**src/rtl/rvdec_pkg.sv**
```systemverilog
package rvdec_pkg;

   // Major opcodes of the base integer set.
   localparam logic [6:0] OPC_LUI    = 7'h37;
   localparam logic [6:0] OPC_AUIPC  = 7'h17;
   localparam logic [6:0] OPC_JAL    = 7'h6f;
   localparam logic [6:0] OPC_JALR   = 7'h67;
   localparam logic [6:0] OPC_BRANCH = 7'h63;
   localparam logic [6:0] OPC_LOAD   = 7'h03;
   localparam logic [6:0] OPC_STORE  = 7'h23;
   localparam logic [6:0] OPC_OP_IMM = 7'h13;
   localparam logic [6:0] OPC_OP     = 7'h33;
   localparam logic [6:0] OPC_SYSTEM = 7'h73;

   // Funct7 codes.
   localparam logic [6:0] F7_BASE = 7'b0000000;
   localparam logic [6:0] F7_ALT  = 7'b0100000;

   // Exact system words.
   localparam logic [31:0] WORD_ECALL  = 32'h0000_0073;
   localparam logic [31:0] WORD_EBREAK = 32'h0010_0073;

   // Funct3 codes used in several groups.
   localparam logic [2:0] F3_0 = 3'd0;
   localparam logic [2:0] F3_1 = 3'd1;
   localparam logic [2:0] F3_2 = 3'd2;
   localparam logic [2:0] F3_3 = 3'd3;
   localparam logic [2:0] F3_4 = 3'd4;
   localparam logic [2:0] F3_5 = 3'd5;
   localparam logic [2:0] F3_6 = 3'd6;
   localparam logic [2:0] F3_7 = 3'd7;

   // Operation codes reported on the result channel.
   typedef enum logic [5:0] {
      OP_ILLEGAL = 6'd0,
      OP_LUI     = 6'd1,
      OP_AUIPC   = 6'd2,
      OP_JAL     = 6'd3,
      OP_JALR    = 6'd4,
      OP_BEQ     = 6'd5,
      OP_BNE     = 6'd6,
      OP_BLT     = 6'd7,
      OP_BGE     = 6'd8,
      OP_BLTU    = 6'd9,
      OP_BGEU    = 6'd10,
      OP_LB      = 6'd11,
      OP_LH      = 6'd12,
      OP_LW      = 6'd13,
      OP_LBU     = 6'd14,
      OP_LHU     = 6'd15,
      OP_SB      = 6'd16,
      OP_SH      = 6'd17,
      OP_SW      = 6'd18,
      OP_ADDI    = 6'd19,
      OP_SLTI    = 6'd20,
      OP_SLTIU   = 6'd21,
      OP_XORI    = 6'd22,
      OP_ORI     = 6'd23,
      OP_ANDI    = 6'd24,
      OP_SLLI    = 6'd25,
      OP_SRLI    = 6'd26,
      OP_SRAI    = 6'd27,
      OP_ADD     = 6'd28,
      OP_SUB     = 6'd29,
      OP_SLL     = 6'd30,
      OP_SLT     = 6'd31,
      OP_SLTU    = 6'd32,
      OP_XOR     = 6'd33,
      OP_SRL     = 6'd34,
      OP_SRA     = 6'd35,
      OP_OR      = 6'd36,
      OP_AND     = 6'd37,
      OP_ECALL   = 6'd38,
      OP_EBREAK  = 6'd39,
      OP_CSRRW   = 6'd40,
      OP_CSRRS   = 6'd41,
      OP_CSRRC   = 6'd42,
      OP_CSRRWI  = 6'd43,
      OP_CSRRSI  = 6'd44,
      OP_CSRRCI  = 6'd45
   } op_kind_type;

   // Request payload: one instruction word and its address.
   typedef struct packed {
      logic [31:0] instr_word;
      logic [31:0] instr_addr;
   } req_type;

   // Response payload: the decoded fields.
   typedef struct packed {
      op_kind_type        op_kind;
      logic [4:0]         dest_reg;
      logic [4:0]         src_reg_a;
      logic [4:0]         src_reg_b;
      logic signed [31:0] immediate;
      logic [11:0]        csr_number;
      logic [31:0]        target_addr;
   } rsp_type;

   // Format immediates, sign-extended to 32 bits.
   function automatic logic [31:0] imm_i(input logic [31:0] w);
      return {{20{w[31]}}, w[31:20]};
   endfunction

   function automatic logic [31:0] imm_s(input logic [31:0] w);
      return {{20{w[31]}}, w[31:25], w[11:7]};
   endfunction

   function automatic logic [31:0] imm_b(input logic [31:0] w);
      return {{19{w[31]}}, w[31], w[7], w[30:25], w[11:8], 1'b0};
   endfunction

   function automatic logic [31:0] imm_j(input logic [31:0] w);
      return {{11{w[31]}}, w[31], w[19:12], w[20], w[30:21], 1'b0};
   endfunction

endpackage

```
**src/rtl/rv32i_instruction_decoder.sv**
```systemverilog
// RV32I instruction decoder.
//
// Request channel (req_valid, req_ready, req_payload) carries one instruction
// word and its address per transaction. Response channel (rsp_valid,
// rsp_ready, rsp_payload) carries the operation code, register numbers,
// immediate, CSR number and branch or jal target for that word.
//
// A transaction accepted at a clock edge is held in the input register,
// decoded by one level of logic, and its response is loaded into the output
// register when that register advances. Throughput is one transaction per
// cycle while the receiver does not stall, set by the single decode pass
// between the two registers; there is no loop or shared unit.
//
// Reset clears both valid flags, so the block holds no transaction and
// req_ready is high after reset. When the receiver stalls, the response is
// held unchanged and the input register still fills; with both registers
// full, req_ready drops until rsp_ready returns.
module rv32i_instruction_decoder (
   input  logic               clock,
   input  logic               reset,
   input  logic               req_valid,
   output logic               req_ready,
   input  rvdec_pkg::req_type req_payload,
   output logic               rsp_valid,
   input  logic               rsp_ready,
   output rvdec_pkg::rsp_type rsp_payload
);
   import rvdec_pkg::*;

   logic    in_valid_ff;
   logic    in_valid_in;
   req_type in_data_ff;
   logic    out_valid_ff;
   logic    out_valid_in;
   rsp_type out_data_ff;
   rsp_type decoded;
   logic    out_advance;
   logic    in_advance;

   // Each register moves when it is empty or its downstream side takes data.
   assign out_advance  = !out_valid_ff || rsp_ready;
   assign in_advance   = !in_valid_ff || out_advance;
   assign req_ready    = in_advance;
   assign in_valid_in  = in_advance ? req_valid : in_valid_ff;
   assign out_valid_in = out_advance ? in_valid_ff : out_valid_ff;

   // Valid flags.
   always_ff @(posedge clock) begin
      if (reset) begin
         in_valid_ff  <= 1'b0;
         out_valid_ff <= 1'b0;
      end else begin
         in_valid_ff  <= in_valid_in;
         out_valid_ff <= out_valid_in;
      end
   end

   // Payload registers load only when a transaction moves into them.
   always_ff @(posedge clock) begin
      if (in_advance && req_valid) begin
         in_data_ff <= req_payload;
      end
      if (out_advance && in_valid_ff) begin
         out_data_ff <= decoded;
      end
   end

   rvdec_decode u_decode (
      .instr_in   (in_data_ff),
      .result_out (decoded)
   );

   assign rsp_valid   = out_valid_ff;
   assign rsp_payload = out_data_ff;

endmodule

```
**src/rtl/rvdec_decode.sv**
```systemverilog
module rvdec_decode (
   input  rvdec_pkg::req_type instr_in,
   output rvdec_pkg::rsp_type result_out
);
   import rvdec_pkg::*;

   logic [31:0] w;
   logic [6:0]  opc;
   logic [4:0]  rd;
   logic [4:0]  rs1;
   logic [4:0]  rs2;
   logic [2:0]  f3;
   logic [6:0]  f7;
   logic [31:0] target_sum;

   assign w   = instr_in.instr_word;
   assign opc = w[6:0];
   assign rd  = w[11:7];
   assign rs1 = w[19:15];
   assign rs2 = w[24:20];
   assign f3  = w[14:12];
   assign f7  = w[31:25];

   // One adder serves jal and the branches; the immediate differs by format.
   assign target_sum = instr_in.instr_addr + ((opc == OPC_JAL) ? imm_j(w) : imm_b(w));

   // Classify the word and pick the fields that the operation uses.
   always_comb begin
      result_out = '0;
      unique case (opc)
         OPC_LUI: begin
            result_out.op_kind   = OP_LUI;
            result_out.dest_reg  = rd;
            result_out.immediate = {12'b0, w[31:12]};
         end
         OPC_AUIPC: begin
            result_out.op_kind   = OP_AUIPC;
            result_out.dest_reg  = rd;
            result_out.immediate = {12'b0, w[31:12]};
         end
         OPC_JAL: begin
            result_out.op_kind     = OP_JAL;
            result_out.dest_reg    = rd;
            result_out.immediate   = imm_j(w);
            result_out.target_addr = target_sum;
         end
         OPC_JALR: begin
            // Funct3 is not checked for jalr.
            result_out.op_kind   = OP_JALR;
            result_out.dest_reg  = rd;
            result_out.src_reg_a = rs1;
            result_out.immediate = imm_i(w);
         end
         OPC_BRANCH: begin
            unique case (f3)
               F3_0:    result_out.op_kind = OP_BEQ;
               F3_1:    result_out.op_kind = OP_BNE;
               F3_4:    result_out.op_kind = OP_BLT;
               F3_5:    result_out.op_kind = OP_BGE;
               F3_6:    result_out.op_kind = OP_BLTU;
               F3_7:    result_out.op_kind = OP_BGEU;
               default: result_out.op_kind = OP_ILLEGAL;
            endcase
            if (result_out.op_kind != OP_ILLEGAL) begin
               result_out.src_reg_a   = rs1;
               result_out.src_reg_b   = rs2;
               result_out.immediate   = imm_b(w);
               result_out.target_addr = target_sum;
            end
         end
         OPC_LOAD: begin
            unique case (f3)
               F3_0:    result_out.op_kind = OP_LB;
               F3_1:    result_out.op_kind = OP_LH;
               F3_2:    result_out.op_kind = OP_LW;
               F3_4:    result_out.op_kind = OP_LBU;
               F3_5:    result_out.op_kind = OP_LHU;
               default: result_out.op_kind = OP_ILLEGAL;
            endcase
            if (result_out.op_kind != OP_ILLEGAL) begin
               result_out.dest_reg  = rd;
               result_out.src_reg_a = rs1;
               result_out.immediate = imm_i(w);
            end
         end
         OPC_STORE: begin
            unique case (f3)
               F3_0:    result_out.op_kind = OP_SB;
               F3_1:    result_out.op_kind = OP_SH;
               F3_2:    result_out.op_kind = OP_SW;
               default: result_out.op_kind = OP_ILLEGAL;
            endcase
            if (result_out.op_kind != OP_ILLEGAL) begin
               result_out.src_reg_a = rs1;
               result_out.src_reg_b = rs2;
               result_out.immediate = imm_s(w);
            end
         end
         OPC_OP_IMM: begin
            unique case (f3)
               F3_0: result_out.op_kind = OP_ADDI;
               F3_1: result_out.op_kind = (f7 == F7_BASE) ? OP_SLLI : OP_ILLEGAL;
               F3_2: result_out.op_kind = OP_SLTI;
               F3_3: result_out.op_kind = OP_SLTIU;
               F3_4: result_out.op_kind = OP_XORI;
               F3_5: begin
                  if (f7 == F7_BASE) begin
                     result_out.op_kind = OP_SRLI;
                  end else if (f7 == F7_ALT) begin
                     result_out.op_kind = OP_SRAI;
                  end else begin
                     result_out.op_kind = OP_ILLEGAL;
                  end
               end
               F3_6: result_out.op_kind = OP_ORI;
               F3_7: result_out.op_kind = OP_ANDI;
            endcase
            if (result_out.op_kind != OP_ILLEGAL) begin
               result_out.dest_reg  = rd;
               result_out.src_reg_a = rs1;
               // Shifts carry the shift amount instead of the I immediate.
               result_out.immediate = (f3 == F3_1 || f3 == F3_5) ? {27'b0, rs2} : imm_i(w);
            end
         end
         OPC_OP: begin
            if (f7 == F7_BASE) begin
               unique case (f3)
                  F3_0: result_out.op_kind = OP_ADD;
                  F3_1: result_out.op_kind = OP_SLL;
                  F3_2: result_out.op_kind = OP_SLT;
                  F3_3: result_out.op_kind = OP_SLTU;
                  F3_4: result_out.op_kind = OP_XOR;
                  F3_5: result_out.op_kind = OP_SRL;
                  F3_6: result_out.op_kind = OP_OR;
                  F3_7: result_out.op_kind = OP_AND;
               endcase
            end else if (f7 == F7_ALT && f3 == F3_0) begin
               result_out.op_kind = OP_SUB;
            end else if (f7 == F7_ALT && f3 == F3_5) begin
               result_out.op_kind = OP_SRA;
            end
            if (result_out.op_kind != OP_ILLEGAL) begin
               result_out.dest_reg  = rd;
               result_out.src_reg_a = rs1;
               result_out.src_reg_b = rs2;
            end
         end
         OPC_SYSTEM: begin
            if (w == WORD_ECALL) begin
               result_out.op_kind = OP_ECALL;
            end else if (w == WORD_EBREAK) begin
               result_out.op_kind = OP_EBREAK;
            end else begin
               unique case (f3)
                  F3_1:    result_out.op_kind = OP_CSRRW;
                  F3_2:    result_out.op_kind = OP_CSRRS;
                  F3_3:    result_out.op_kind = OP_CSRRC;
                  F3_5:    result_out.op_kind = OP_CSRRWI;
                  F3_6:    result_out.op_kind = OP_CSRRSI;
                  F3_7:    result_out.op_kind = OP_CSRRCI;
                  default: result_out.op_kind = OP_ILLEGAL;
               endcase
               if (result_out.op_kind != OP_ILLEGAL) begin
                  result_out.dest_reg   = rd;
                  result_out.csr_number = w[31:20];
                  // The immediate forms carry zimm where rs1 would be.
                  if (f3[2]) begin
                     result_out.immediate = {27'b0, rs1};
                  end else begin
                     result_out.src_reg_a = rs1;
                  end
               end
            end
         end
         default: result_out = '0;
      endcase
   end

endmodule
```
**config.mk**
```make
export PLATFORM = sky130hd
export DESIGN_NAME = rv32i_instruction_decoder
export DESIGN_NICKNAME = d
export VERILOG_FILES = /design/src/rtl/rvdec_pkg.sv /design/src/rtl/rv32i_instruction_decoder.sv /design/src/rtl/rvdec_decode.sv
export SDC_FILE = /design/constraint.sdc
export NUM_CORES = 1
export LEC_CHECK = 0
export CORE_MARGIN = 2
export CORE_UTILIZATION = 47
export CTS_BUF_LIST = sky130_fd_sc_hd__clkbuf_4
export CTS_CLUSTER_DIAMETER = 120
export DETAILED_ROUTE_END_ITERATION = 8
export DONT_BUFFER_PORTS = 1
export PLACE_DENSITY = 0.63
export SLEW_MARGIN = 10
export SYNTH_ARGS = -nofsm -noshare
export SYNTH_HDL_FRONTEND = slang
export SYNTH_SLANG_ARGS = --single-unit
```
**constraint.sdc**
```tcl
create_clock -name clock -period 5 [get_ports clock]
set_input_delay 1 -clock clock [delete_from_list [all_inputs] [get_ports clock]]
set_output_delay 1 -clock clock [all_outputs]
set_load 0.05 [all_outputs]
```
==> flow_summary.yaml <==
critical_path:
  crit_type: "flop to flop"
  worst_ep_required_time_ns: 5.44
  cpMaxStageDelayCell: "edfxtp_1"
  worstPathArrival_ns: 4.79
  path_buf_inv: 0
  crit_path_cell_trace: "nand2_1, nor3_1, nand2_1, nand2_1, nand2_1, ha_1, fa_1, a211oi_1, o211ai_1, a31oi_1, a31oi_1, or3_1, a21oi_1"
  end_kind: "flop"
  crit_path_frequent_cell: "nand2_1"
  critPathMaxStageDelay_ns: 0.61
  start_kind: "flop"
  cp_top_family: "simple AND/OR/NAND/NOR gates"
  cp_max_fo: 11
sta:
  setup_slack_ns: 0.656
  max_slew.worst_pin.slew_ns: 1.14
  whs_ns: 0.464
  min_period_over_period_pct: 86.9
  max_freq_mhz: 230
  rsz0062_at_grt: "false"
  maxSlewViolCount: 0
  setup_violations: 0
  fin_tns_setup_ns: 0
  slew_headroom_pct: 24.1
  min_period_ns: 4.34
  fin_skew_ns: 0.0407
  hold_violations: 0
yosys:
  synth_area_um2: 8350
  synthArstFlopShare_pct: 0
  yosysWarnings: 0
  synthDominantCellAreaShare_pct: 54.0
  synth_cell_type_count: 67
  synth_edf_count: 150
  synthFlopType: "edfxtp_1"
  avgSynthCellArea_um2: 11.2
  postSynthCellCount: 743
  ys_seq_elements: 157
  synth_area_leaders: "edfxtp_1 (54%), ha_1 (5.5%), nand2_1 (3.9%), a21oi_1 (3.7%), nor2_1 (2.6%)"
  ys_seq_area_share_pct: 55.6
  synth_area_leader_cell: "edfxtp_1"
  syn_nets: 849
clock_network:
  cts_sinks: 157
  cts_hold_buf: 0
  post_cts_buffers: 0
  cts-resized-gates: 0
  cts.path.max_buffers: 2
  cts_buffers: 17
  path_clk_slew_ns: 0.18
  cts_tree: "built"
  cts-htree-levels: 4
  clkLatencyLatePin_ns: 0.61
  cts_root_buf: "clkbuf_4"
floorplanning:
  start_util_pct: 48.1
  row_count: 48
  dieArea_um2: 18800
  die_height_um: 137
  core_um2: 17400
  ios: 167
  die_w_um: 137
pwr:
  p_int_mw: 2.03
  p_clk_share_pct: 30.4
  p_sw_uw: 979
  comb_power_share_pct: 12.9
  p_sw_share_pct: 32.5
  p_per_area_nw_per_um2: 339
  leakagePower_nw: 3.18
  ir_drop_mv: 0.226
  p_seq_share_pct: 56.7
drt:
  viasPerCell: 6.09
  drc: 0
  dr.max_layer_used: "met4"
  dr.pass1.iters: 6
  drt-total-wl_mm: 21.7
  antenna_left: 0
  met1Wirelength_mm: 9.68
  routed-wl-met2_mm: 10.2
  via_count: 5913
  routed-wl-met3_mm: 1.51
  first_iter_violations: 585
  wl_per_cell_um: 22.3
global_route:
  antenna_found_initial: 1
  track_usage_pct: 23.5
  grt_max_degree: 87
  overflow: 0
  grt_pass1_vias: 5580
  grt_pass1_wl_mm: 32.7
status:
  status: "finished, final reports clean"
cells_and_area:
  syn2layout_area_growth_pct: 6.49
  seq_area_um2: 4640
  multiInputGateArea_um2: 3460
  layout-drive-gt1-share_pct: 9.40
  fin_util_pct: 51.2
  fillers: 1554
  nets: 838
placement:
  pre_cts_ws_ns: 0.751
  gp_congestion: 0.913
  dp_hpwl_mm: 15.6
  io_buffer_count: 0
run:
  drv_cap: 0
worst_hold_path:
  worst_hold_path_type: "input pin to flop"
==> area by class of cell <==
type | count | area share, %
clock buffers | 17 | 1.44
well taps | 225 | 3.17
clock inverters | 15 | 2.49
multi-input cells | 532 | 39.0
inverters | 12 | 0.507
repair buffers | 12 | 1.15
diodes | 1 | 0.0282
flip-flops and latches | 157 | 52.3
==> cells by family (layout without fill, tap and decap cells) <==
logic type / Yosys count / count (layout) / synth area share [%]
muxes: 12 / 12 / 1.47
other: 0 / 1 / 0
and+or+nand+nor: 270 / 270 / 16.2
DFF: 157 / 157 / 55.6
xor gates and xnor gates: 21 / 21 / 2.20
buffers and inverters: 54 / 56 / 3.16
AOI/OAI and AO/OA: 191 / 191 / 15.5
adders and majority gates: 38 / 38 / 5.79
==> metrics by stage <==
step           instances  power (mW)  cell area, um^2
6_report             971        3.01             8890
5_1_grt              971        3.14             8890
4_1_cts              970        3.03             8890
3_5_place_dp         938        2.12             8540
3_3_place_gp         938        2.12             8540
2_1_floorplan        743        2.02             8350
==> cells in the mapped netlist, drive strengths merged (2+ instances only) <==
library cell	number
a31oi	7
a221o	9
a211oi	6
edfxtp	150
mux2i	10
and2	20
nor2b	17
a21oi	62
nor4	9
o221ai	2
a211o	2
inv	12
clkbuf	14
buf	28
o22ai	4
nand4	10
nor3	25
nor3b	4
nand2	88
ha	37
dfxtp	7
or3	8
o21ai	35
a2111oi	4
mux2	2
a222oi	5
nand2b	5
a22oi	2
xor2	8
nor2	58
a21boi	3
a22o	6
a21o	20
or2	7
o2111ai	3
o211ai	4
nand3	13
xnor2	13
o21a	7
==> cell usage in the layout, fill, tap and decap left out, types with 7 or more instances in the layout <==
cell,count
o21ai_0,34
inv_1,11
ha_1,37
dfxtp_1,7
a21o_1,20
nand4_1,9
a21oi_1,61
xnor2_1,13
clkbuf_4,17
nor2_1,58
o21a_1,7
a221o_1,9
nand3_1,13
nor2b_1,16
nor3_1,24
buf_4,11
nand2_1,87
edfxtp_1,150
xor2_1,8
or3_1,8
and2_1,20
nor4_1,7
a31oi_1,7
mux2i_1,10
==> state kept, by name, indices dropped and copies added, names as in the netlist, named ones only <==
name and flops:
in_data_ff 64, rsp_valid 1, in_valid_ff 1, rsp_payload 86
==> per-layer routing <==
layer | GRT usage, % | vias to the layer above
li1 | - | 2785
met4 | 7.27 | 0
met5 | 0 | -
met1 | 31.8 | 2852
met3 | 6.29 | 22
met2 | 37.0 | 254
==> power groups by stage <==
stage	sequential [mW]	combinational [mW]	clock [mW]
3_3_place_gp	1.74	0.380	0
2_1_floorplan	1.71	0.305	0
5_1_grt	1.72	0.433	0.988
4_1_cts	1.71	0.387	0.934
6_report	1.71	0.390	0.915
3_5_place_dp	1.74	0.385	0
==> final timing paths <==
| check | cells after the start | start | slack, ns | to |
|---|---|---|---|---|
| max reg2reg | 13 | in_data_ff[38]$_DFFE_PP_ | 0.66 | rsp_payload[31]$_SDFFCE_PN0P_ |
| max | 13 | in_data_ff[38]$_DFFE_PP_ | 0.66 | rsp_payload[31]$_SDFFCE_PN0P_ |
| min | 0 | req_payload[50] | 0.46 | in_data_ff[50]$_DFFE_PP_ |
| min reg2reg | 2 | in_valid_ff$_SDFFE_PP0N_ | 0.53 | rsp_valid$_SDFFE_PP0P_ |
(Power assumes the default switching activity.)
